===== src/sv/sha1s_pkg.sv =====
`timescale 1ns / 1ps
package sha1s_pkg;

    localparam int unsigned QDepth = 16;
    localparam int unsigned QAw    = 4;

    typedef logic [31:0] t_word;

    typedef struct packed {
        t_word data;
        logic  msg_end;
    } t_qword;

    localparam logic [4:0][31:0] IV = {
        32'hC3D2E1F0, 32'h10325476, 32'h98BADCFE, 32'hEFCDAB89, 32'h67452301
    };

    function automatic t_word round_k(input logic [6:0] t);
        t_word k;
        if (t < 7'd20) begin
            k = 32'h5A827999;
        end else if (t < 7'd40) begin
            k = 32'h6ED9EBA1;
        end else if (t < 7'd60) begin
            k = 32'h8F1BBCDC;
        end else begin
            k = 32'hCA62C1D6;
        end
        return k;
    endfunction

endpackage


===== src/sv/sha1_stream_hash_unit.sv =====
`timescale 1ns / 1ps
// SHA-1 hash of a byte stream. Each input word on i_valid/o_ready carries one
// message byte (when i_has_byte is set) and an end-of-message flag i_is_last.
// A word with neither flag does nothing. A front end packs bytes into 32-bit
// words, appends the pad byte, zero fill and the 64-bit bit length after the
// last word, and pushes them into a 16-word queue. The compression core pops
// 16 words per block, runs 80 rounds at one per cycle and adds the result
// into the chaining value, while the front end fills the queue with up to 16
// further words. The round loop sets the sustained input rate.
// After the last word the front end pushes the padding words, waiting while
// the queue is full. The five digest words, h0 first, then appear on
// o_valid/i_ready with o_word_index and o_last_word, once the core has run
// the rounds of the final block and added them into the chaining value.
// While the receiver stalls, the core holds the digest and the front end
// keeps taking bytes until the queue is full.
// After the fifth word the chaining value returns to its initial value.
// Reset clears all counters and loads the initial chaining value.
module sha1_stream_hash_unit (
    input  logic        i_clk,
    input  logic        i_rst_n,
    input  logic        i_valid,
    output logic        o_ready,
    input  logic [7:0]  i_msg_byte,
    input  logic        i_has_byte,
    input  logic        i_is_last,
    output logic        o_valid,
    input  logic        i_ready,
    output logic [31:0] o_digest_word,
    output logic [2:0]  o_word_index,
    output logic        o_last_word
);

    logic              w_push;
    logic              w_pop;
    logic              w_full;
    logic              w_empty;
    sha1s_pkg::t_qword w_wdata;
    sha1s_pkg::t_qword w_rdata;

    sha1s_front u_front (
        .i_clk      (i_clk),
        .i_rst_n    (i_rst_n),
        .i_valid    (i_valid),
        .o_ready    (o_ready),
        .i_msg_byte (i_msg_byte),
        .i_has_byte (i_has_byte),
        .i_is_last  (i_is_last),
        .o_push     (w_push),
        .o_wdata    (w_wdata),
        .i_full     (w_full)
    );

    sha1s_queue u_queue (
        .i_clk   (i_clk),
        .i_rst_n (i_rst_n),
        .i_push  (w_push),
        .i_wdata (w_wdata),
        .o_full  (w_full),
        .i_pop   (w_pop),
        .o_rdata (w_rdata),
        .o_empty (w_empty)
    );

    sha1s_core u_core (
        .i_clk         (i_clk),
        .i_rst_n       (i_rst_n),
        .o_pop         (w_pop),
        .i_rdata       (w_rdata),
        .i_empty       (w_empty),
        .o_valid       (o_valid),
        .i_ready       (i_ready),
        .o_digest_word (o_digest_word),
        .o_word_index  (o_word_index),
        .o_last_word   (o_last_word)
    );

endmodule


===== src/sv/sha1s_queue.sv =====
`timescale 1ns / 1ps
module sha1s_queue (
    input  logic              i_clk,
    input  logic              i_rst_n,
    input  logic              i_push,
    input  sha1s_pkg::t_qword i_wdata,
    output logic              o_full,
    input  logic              i_pop,
    output sha1s_pkg::t_qword o_rdata,
    output logic              o_empty
);

    sha1s_pkg::t_qword              r_mem [sha1s_pkg::QDepth];
    logic [sha1s_pkg::QAw-1:0]      r_wp;
    logic [sha1s_pkg::QAw-1:0]      r_rp;
    logic [sha1s_pkg::QAw:0]        r_cnt;

    assign o_full  = (r_cnt == (sha1s_pkg::QAw+1)'(sha1s_pkg::QDepth));
    assign o_empty = (r_cnt == '0);
    assign o_rdata = r_mem[r_rp];

    always_ff @(posedge i_clk) begin
        if (i_push) begin
            r_mem[r_wp] <= i_wdata;
        end
    end

    always_ff @(posedge i_clk) begin
        if (!i_rst_n) begin
            r_wp  <= '0;
            r_rp  <= '0;
            r_cnt <= '0;
        end else begin
            if (i_push) begin
                r_wp <= r_wp + 1'b1;
            end
            if (i_pop) begin
                r_rp <= r_rp + 1'b1;
            end
            if (i_push && !i_pop) begin
                r_cnt <= r_cnt + 1'b1;
            end else if (!i_push && i_pop) begin
                r_cnt <= r_cnt - 1'b1;
            end
        end
    end

endmodule


===== src/sv/sha1s_front.sv =====
`timescale 1ns / 1ps
module sha1s_front (
    input  logic              i_clk,
    input  logic              i_rst_n,
    input  logic              i_valid,
    output logic              o_ready,
    input  logic [7:0]        i_msg_byte,
    input  logic              i_has_byte,
    input  logic              i_is_last,
    output logic              o_push,
    output sha1s_pkg::t_qword o_wdata,
    input  logic              i_full
);

    typedef enum logic {
        S_DATA,
        S_PAD
    } t_state;

    t_state      r_state;
    logic [60:0] r_cnt;
    logic [31:0] r_acc;
    logic [3:0]  r_pw;
    logic        r_first;
    logic        r_extra;

    logic        n_take;
    logic [60:0] n_cnt;
    logic [31:0] n_acc;
    logic [31:0] n_padw;
    logic [63:0] n_bits;

    assign o_ready = (r_state == S_DATA) && !i_full;
    assign n_take  = i_valid && o_ready;
    assign n_cnt   = r_cnt + {60'd0, i_has_byte};
    assign n_bits  = {r_cnt, 3'b000};

    always_comb begin
        n_acc = r_acc;
        case (r_cnt[1:0])
            2'd0:    n_acc[31:24] = i_msg_byte;
            2'd1:    n_acc[23:16] = i_msg_byte;
            2'd2:    n_acc[15:8]  = i_msg_byte;
            2'd3:    n_acc[7:0]   = i_msg_byte;
            default: n_acc        = r_acc;
        endcase
    end

    always_comb begin
        case (r_cnt[1:0])
            2'd0:    n_padw = 32'h8000_0000;
            2'd1:    n_padw = {r_acc[31:24], 24'h80_0000};
            2'd2:    n_padw = {r_acc[31:16], 16'h8000};
            2'd3:    n_padw = {r_acc[31:8], 8'h80};
            default: n_padw = 32'h8000_0000;
        endcase
    end

    always_comb begin
        o_push          = 1'b0;
        o_wdata.data    = n_acc;
        o_wdata.msg_end = 1'b0;
        if (r_state == S_DATA) begin
            o_push = n_take && i_has_byte && (r_cnt[1:0] == 2'd3);
        end else begin
            o_push = !i_full;
            if (r_first) begin
                o_wdata.data = n_padw;
            end else if (!r_extra && (r_pw == 4'd14)) begin
                o_wdata.data = n_bits[63:32];
            end else if (!r_extra && (r_pw == 4'd15)) begin
                o_wdata.data = n_bits[31:0];
            end else begin
                o_wdata.data = '0;
            end
            o_wdata.msg_end = !r_extra && (r_pw == 4'd15);
        end
    end

    always_ff @(posedge i_clk) begin
        if (!i_rst_n) begin
            r_state <= S_DATA;
            r_cnt   <= '0;
            r_pw    <= '0;
            r_first <= 1'b0;
            r_extra <= 1'b0;
        end else begin
            case (r_state)
                S_DATA: begin
                    if (n_take) begin
                        if (i_has_byte) begin
                            r_acc <= n_acc;
                        end
                        r_cnt <= n_cnt;
                        if (i_is_last) begin
                            r_state <= S_PAD;
                            r_pw    <= n_cnt[5:2];
                            r_first <= 1'b1;
                            r_extra <= (n_cnt[5:2] >= 4'd14);
                        end
                    end
                end
                S_PAD: begin
                    if (o_push) begin
                        r_first <= 1'b0;
                        r_pw    <= r_pw + 1'b1;
                        if (r_pw == 4'd15) begin
                            if (r_extra) begin
                                r_extra <= 1'b0;
                            end else begin
                                r_state <= S_DATA;
                                r_cnt   <= '0;
                            end
                        end
                    end
                end
                default: r_state <= S_DATA;
            endcase
        end
    end

endmodule


===== src/sv/sha1s_core.sv =====
`timescale 1ns / 1ps
module sha1s_core (
    input  logic              i_clk,
    input  logic              i_rst_n,
    output logic              o_pop,
    input  sha1s_pkg::t_qword i_rdata,
    input  logic              i_empty,
    output logic              o_valid,
    input  logic              i_ready,
    output logic [31:0]       o_digest_word,
    output logic [2:0]        o_word_index,
    output logic              o_last_word
);

    typedef enum logic [1:0] {
        B_LOAD,
        B_ROUND,
        B_ADD,
        B_OUT
    } t_state;

    t_state      r_state;
    logic [31:0] r_h [5];
    logic [31:0] r_w [16];
    logic [31:0] r_a;
    logic [31:0] r_b;
    logic [31:0] r_c;
    logic [31:0] r_d;
    logic [31:0] r_e;
    logic [6:0]  r_t;
    logic [3:0]  r_ld;
    logic        r_final;
    logic [2:0]  r_idx;

    logic [31:0] n_f;
    logic [31:0] n_tmp;
    logic [31:0] n_wx;
    logic [31:0] n_wnew;

    assign o_pop         = (r_state == B_LOAD) && !i_empty;
    assign o_valid       = (r_state == B_OUT);
    assign o_digest_word = r_h[r_idx];
    assign o_word_index  = r_idx;
    assign o_last_word   = (r_idx == 3'd4);

    assign n_wx   = r_w[13] ^ r_w[8] ^ r_w[2] ^ r_w[0];
    assign n_wnew = {n_wx[30:0], n_wx[31]};

    always_comb begin
        if (r_t < 7'd20) begin
            n_f = (r_b & r_c) | (~r_b & r_d);
        end else if ((r_t >= 7'd40) && (r_t < 7'd60)) begin
            n_f = (r_b & r_c) | (r_b & r_d) | (r_c & r_d);
        end else begin
            n_f = r_b ^ r_c ^ r_d;
        end
    end

    assign n_tmp = {r_a[26:0], r_a[31:27]} + n_f + r_e + sha1s_pkg::round_k(r_t) + r_w[0];

    always_ff @(posedge i_clk) begin
        if (!i_rst_n) begin
            r_state <= B_LOAD;
            r_t     <= '0;
            r_ld    <= '0;
            r_final <= 1'b0;
            r_idx   <= '0;
            for (int i = 0; i < 5; i++) begin
                r_h[i] <= sha1s_pkg::IV[i];
            end
        end else begin
            case (r_state)
                B_LOAD: begin
                    if (o_pop) begin
                        for (int i = 0; i < 15; i++) begin
                            r_w[i] <= r_w[i+1];
                        end
                        r_w[15] <= i_rdata.data;
                        r_ld    <= r_ld + 1'b1;
                        if (r_ld == 4'd15) begin
                            r_final <= i_rdata.msg_end;
                            r_state <= B_ROUND;
                            r_t     <= '0;
                            r_a     <= r_h[0];
                            r_b     <= r_h[1];
                            r_c     <= r_h[2];
                            r_d     <= r_h[3];
                            r_e     <= r_h[4];
                        end
                    end
                end
                B_ROUND: begin
                    for (int i = 0; i < 15; i++) begin
                        r_w[i] <= r_w[i+1];
                    end
                    r_w[15] <= n_wnew;
                    r_a     <= n_tmp;
                    r_b     <= r_a;
                    r_c     <= {r_b[1:0], r_b[31:2]};
                    r_d     <= r_c;
                    r_e     <= r_d;
                    r_t     <= r_t + 1'b1;
                    if (r_t == 7'd79) begin
                        r_state <= B_ADD;
                    end
                end
                B_ADD: begin
                    r_h[0] <= r_h[0] + r_a;
                    r_h[1] <= r_h[1] + r_b;
                    r_h[2] <= r_h[2] + r_c;
                    r_h[3] <= r_h[3] + r_d;
                    r_h[4] <= r_h[4] + r_e;
                    r_idx  <= '0;
                    r_state <= r_final ? B_OUT : B_LOAD;
                end
                B_OUT: begin
                    if (i_ready) begin
                        if (r_idx == 3'd4) begin
                            for (int i = 0; i < 5; i++) begin
                                r_h[i] <= sha1s_pkg::IV[i];
                            end
                            r_idx   <= '0;
                            r_state <= B_LOAD;
                        end else begin
                            r_idx <= r_idx + 1'b1;
                        end
                    end
                end
                default: r_state <= B_LOAD;
            endcase
        end
    end

endmodule


===== config.mk =====
export PLATFORM = sky130hd
export DESIGN_NAME = sha1_stream_hash_unit
export DESIGN_NICKNAME = d
export VERILOG_FILES = /design/src/sv/sha1s_pkg.sv /design/src/sv/sha1_stream_hash_unit.sv /design/src/sv/sha1s_queue.sv /design/src/sv/sha1s_front.sv /design/src/sv/sha1s_core.sv
export SDC_FILE = /design/constraint.sdc
export NUM_CORES = 2
export LEC_CHECK = 0
export ABC_AREA = 1
export BUFFER_PORTS_ARGS = -buffer_cell sky130_fd_sc_hd__buf_2
export CORE_MARGIN = 2
export CORE_UTILIZATION = 50
export CTS_CLUSTER_DIAMETER = 120
export CTS_CLUSTER_SIZE = 10
export DETAILED_ROUTE_END_ITERATION = 6
export PLACE_DENSITY = 0.67
export SYNTH_ARGS = -nofsm -noshare
export SYNTH_HDL_FRONTEND = slang
export SYNTH_SLANG_ARGS = --single-unit

===== constraint.sdc =====
create_clock -name i_clk -period 28.3 [get_ports i_clk]
set_clock_uncertainty 0.1 [all_clocks]
set_input_delay 2.83 -clock i_clk [delete_from_list [all_inputs] [get_ports i_clk]]
set_output_delay 2.83 -clock i_clk [all_outputs]
set_load 0.02 [all_outputs]

### Word-level counts from Yosys, hierarchy flattened

Memory sizes are Yosys's and may differ from the RTL's. A register that Yosys moved wholly into a read port is not among the register bits.
Index checks and enable logic that the tools add are counted.

| storage, ports and cells | value |
|---|---|
| register bits after elaboration | 290 |
| RAM bits | 1200 |
| input port bits | 14 |
| output and inout port bits | 38 |
| logic and storage cells | 255 |
| memories | 3 |

Memory list:

| name | depth | width | rd ports | clocked after memory_dff | write ports | line | RTL |
|---|---|---|---|---|---|---|---|
| u_queue.r_mem | 16 | 33 | 1 | 1 | 1 | sha1s_queue.sv:13 | `sha1s_pkg::t_qword r_mem [sha1s_pkg::QDepth];` |
| u_core.r_w | 16 | 32 | 16 | 0 | 16 | sha1s_core.sv:24 | `logic [31:0] r_w [16];` |
| u_core.r_h | 5 | 32 | 6 | 1 | 5 | sha1s_core.sv:23 | `logic [31:0] r_h [5];` |

| operators by class | value |
|---|---|
| add/sub/neg operators | 18 |
| magnitude comparators | 5 |
| equal/unequal tests | 22 |
| muxes and demuxes | 117 |
| bitwise gates (word level) | 40 |
| reductions and logical operators | 31 |

Operator list:

| cell | count |
|---|---|
| $mux 32 | 43 |
| $pmux 32 s2 | 5 |
| $add 32x32->32 | 9 |
| $mux 61 | 4 |
| $xor 32x32->32 | 5 |
| $and 32x32->32 | 4 |
| $pmux 32 s4 | 1 |
| $pmux 61 s2 | 1 |
| $or 32x32->32 | 3 |
| $add 61x1->61 | 1 |
| $mux 33 | 1 |
| $mux 8 | 4 |
| $not 32->32 | 1 |
| $mux 1 | 31 |
| $mux 31 | 1 |
| $or 1x1->1 | 26 |
| $mux 4 | 5 |
| $add 4x1->4 const B | 4 |
| $reduce_and 4->1 | 4 |
| $lt 7x6->1 const B | 2 |
| $mux 7 | 2 |
| $pmux 7 s2 | 1 |
| $eq 4x4->1 const B | 3 |
| $mux 2 | 6 |
| 29 further kinds | 66 |

### Longest topological paths before layout

| depth | value |
|---|---|
| depth in word-level cells | 11 |
| mapped depth | 29 |
| mapped depth without buffers | 27 |

### Hierarchy

From an unflattened synthesis, not the netlist that was laid out.

| unflattened totals | value |
|---|---|
| cells, all modules | 8086 |
| area, all modules | 76953.8 um^2 |

By module, submodules not included:

| module | instances | cells an instance | area an instance (um^2) | seq. area each (um^2) |
|---|---|---|---|---|
| sha1s_core | 1 | 4879 | 47220.3 | 25384.3 |
| sha1s_queue | 1 | 2247 | 23364.9 | 16195.5 |
| sha1s_front | 1 | 960 | 6368.6 | 2322.2 |

### Worst setup path after synthesis

No wires, ideal clock.

| timing path | value |
|---|---|
| path kind | input port to flip-flop |
| start point | in i_rst_n |
| end point | mem u_core.r_w[0][0], enable pin |
| setup time | 1.561 ns |
| arrival time | 27.892 ns |
| required time | 26.639 ns |
| path slack | -1.254 ns |
| cell stages on the path | 4 |
| buffers on the path | 2 |
| path through | buf_2 clkinv_1 clkbuf_1 a21oi_1 |

RTL lines:

| what | line | RTL |
|---|---|---|
| start, declared | sha1_stream_hash_unit.sv:20 | `input logic i_rst_n,` |
| end, declared | sha1s_core.sv:24 |  |

==> metrics.txt <==
count of pins over their slew limit 0; WP data arrival 7.10 ns; Worst Setup SP i_rst_n; Syn Inst Count 7,415; Worst-Skew Late Latency 0.84 ns; Worst path depth 7; Relative slew margins 12.9%; CP Max Fanout 91; synthesized flop and latch total 1,497; yosys warns 0; Synth top area share 55.8%; Tcrit/Tclk final 24.1%; core area 149,000 sq um; hold path cells 0; FP Rows 142; most frequent cells after synthesis edfxtp_1, nand2_1, nor2_1; total power draw 6.42 mW; fin cells 9,456; P per Cell Area 78.2 nW/um^2; sequential fraction of design power 46.7%; Worst Reg-to-Reg Cells 19; fin crit period 6.81 ns; CP cell instances buf_2, inv_2, buf_4, a21oi_4, buf_4, buf_4, buf_4; Max Buffers Root-to-Sink 3; vias in the first global route 53,239; area grow syn2layout 9.58%; CP peak stage delay 0.94 ns; Top Ports 52; effective utilization at floorplan 50.2%; H-Tree Depth 4; critical path class input port to flop; net switching power 2.05 mW; Post-synth top flop edfxtp_1; clock power share 30.4%; slowest stage cell, crit path buf_4; area of the multi-input gates 27,100 sq um; gr usage total 30.2%; Max-Cap Viols 0; setup TNS 0 ns; share of layout cells above drive strength 1 5.61%; startpoint types input port; # Post-CTS Setup Buffers 0; # DRC 0; via/cell ratio 5.89; WL/cell 24.5 microns; worst path required time 28.59 ns; Post-CTS Resized 0; Distinct cells, synth 59; Max Fclk 147 MHz; CTS tree done; worst reg2reg startpoint u_core.r_t[5]$_SDFFE_PN0P_; Cells after DPL 9,239; post-route ant nets 0; DIE AREA 153,000 sq um; Syn Nets 7,766; R2R Path End u_core.r_a[24]$_DFFE_PP_; Sequential cell area 43,900 sq um; CTS sink cnt 1,497; Root Driver clkbuf_16; # hold bufs at CTS 0; critical path endpoint u_core.r_w[0][184]$_DFFE_PP_; sum of buffers and inverters on the critical path 6; Internal Dissipation 4.36 mW; Worst-path clk slew 0.05 ns; largest cells by area after synthesis edfxtp_1, nand2_1, o21ai_0; final WL 232,000 microns; Worst Hold Class flop to flop; filler instances 12,966; DR pass1 iterations 7; Final HPWL DP 161,000 microns; async set or reset register ratio after synthesis 0%; Top Family by Delay on Critical Path buffers and inverters; initial antenna violation count 4; cell repeated most along the worst path buf_4; Netlist Area Pre-Place 74,900 sq um; total number of vias 55,721; crit end category flop; Hold Vio Cnt, Final 0; die height 391 microns; width of the die 391 microns; Max rail drop VDD 65.7 uV; Setup-failing EPs final 0; nets@finish 7,815; IO buf count 51; dominant cell type by area after synthesis edfxtp_1; largest net degree at the start of global routing 231; r2r setup slk 21.72 ns; Sw Share 32.0%; post-layout util 55.0%; worst-margin pin slew 1.29 ns; outcome completed; Routability Congestion 1.05; Post-synth EDFFs 1,392; register area share after synthesis 58.6%; RSZ-0062 raised after global routing false; Pleak 30.5 nW; syn avg cell area 10.1 sq um; Comb power frac 22.8%; first-pass GRT wire length 341,000 microns; DRT iter0 DRCs 5,860; count leader, synth edfxtp_1; total gr overflow 0; total CTS buffers 167
## cell families after synthesis
group,share of synthesized area [%]
xor gates and xnor gates,1.59
adders and majority gates,6.81
buffers and inverters,5.46
DFF,58.6
and+or+nand+nor,15.3
muxes,0.120
AOI/OAI and AO/OA,12.1
## power groups by stage
stage	clock (mW)	combinational [mW]	sequential, mW
2_1_floorplan	0	1.02	3.08
3_3_place_gp	0	1.42	3.03
3_5_place_dp	0	1.45	3.04
4_1_cts	1.99	1.46	3.00
5_1_grt	2.07	1.62	3.03
6_report	1.95	1.47	3.00
## routing by layer
| layer | vias up | global-route usage [%] | share of wire (%) | routed length (microns) |
|---|---|---|---|---|
| met4 | 2 | 16.6 | 6.2 | 14300 |
| met3 | 558 | 5.14 | 7.4 | 17100 |
| met1 | 27083 | 39.6 | 40 | 93500 |
| li1 | 25769 | - | - | - |
| met2 | 2309 | 48.0 | 46 | 107000 |
| met5 | - | 0 | 0.0056 | 13 |
## area by class of cell
| cell class | count | share of cell area [%] |
|---|---|---|
| inverter | 807 | 3.70 |
| tap | 1944 | 2.96 |
| sequential | 1497 | 53.5 |
| timing repair buffer | 128 | 1.05 |
| clock buffer | 197 | 5.23 |
| multi-input combinational | 4863 | 33.1 |
| antenna | 4 | 0.0122 |
| clock inverter | 16 | 0.495 |
## worst reg2reg max path, stage by stage (launching register included)
cell,delay [ns]
dfxtp_1,0.35
or2_0,0.22
nand3b_1,0.81
buf_4,0.60
o21ai_0,0.96
fa_1,0.58
fa_1,0.49
inv_1,0.05
fa_1,0.51
inv_1,0.05
ha_1,0.37
nand2_1,0.16
nor2_1,0.17
inv_1,0.07
nor3_1,0.18
nand3_1,0.14
nand3_1,0.12
nand2_1,0.05
nand3_1,0.22
nand2_1,0.08
## worst min path at each step
| stage | startpoint | end |
|---|---|---|
| 6_report | u_core.r_w[1][100]$_DFFE_PP_ | u_core.r_w[1][68]$_DFFE_PP_ |
| 5_1_grt | u_core.r_w[1][100]$_DFFE_PP_ | u_core.r_w[1][68]$_DFFE_PP_ |
| 4_1_cts | u_core.r_w[1][100]$_DFFE_PP_ | u_core.r_w[1][68]$_DFFE_PP_ |
| 3_5_place_dp | u_core.r_w[0][192]$_DFFE_PP_ | u_core.r_w[0][160]$_DFFE_PP_ |
| 3_3_place_gp | u_core.r_w[0][61]$_DFFE_PP_ | u_core.r_w[0][29]$_DFFE_PP_ |
| 2_1_floorplan | u_core.r_w[0][32]$_DFFE_PP_ | u_core.r_w[0][0]$_DFFE_PP_ |
## registers in the layout, indices dropped and copies added (netlist names), 61 cells and up, named ones only
register and flops:
u_queue.r_mem 528, u_core.r_w 512, u_core.r_h 160, u_front.r_cnt 61
## cells in the final DEF, fill, tap and decap left out, types with 37 or more instances in the layout
cell / instances
a21oi_1: 496
a31oi_1: 70
buf_2: 51
buf_4: 75
clkbuf_16: 167
dfxtp_1: 100
edfxtp_1: 1392
fa_1: 118
ha_1: 219
inv_1: 794
nand2_1: 1350
nand3_1: 332
nand4_1: 90
nor2_1: 804
nor3_1: 57
o211ai_1: 66
o21ai_0: 700
o21bai_1: 42
o221ai_1: 44
o22ai_1: 48
xnor2_1: 99
xor2_1: 37
## stage by stage
stage	cell area (sq um)	worst slack (ns)	hold WS, ns
6_report	82100	21.49	0.282
5_1_grt	82100	21.14	0.285
4_1_cts	82100	21.51	0.278
3_5_place_dp	77400	20.63	0.305
3_3_place_gp	77400	20.76	0.301
2_1_floorplan	74900	10.35	0.300
(Power assumes the default switching activity.)
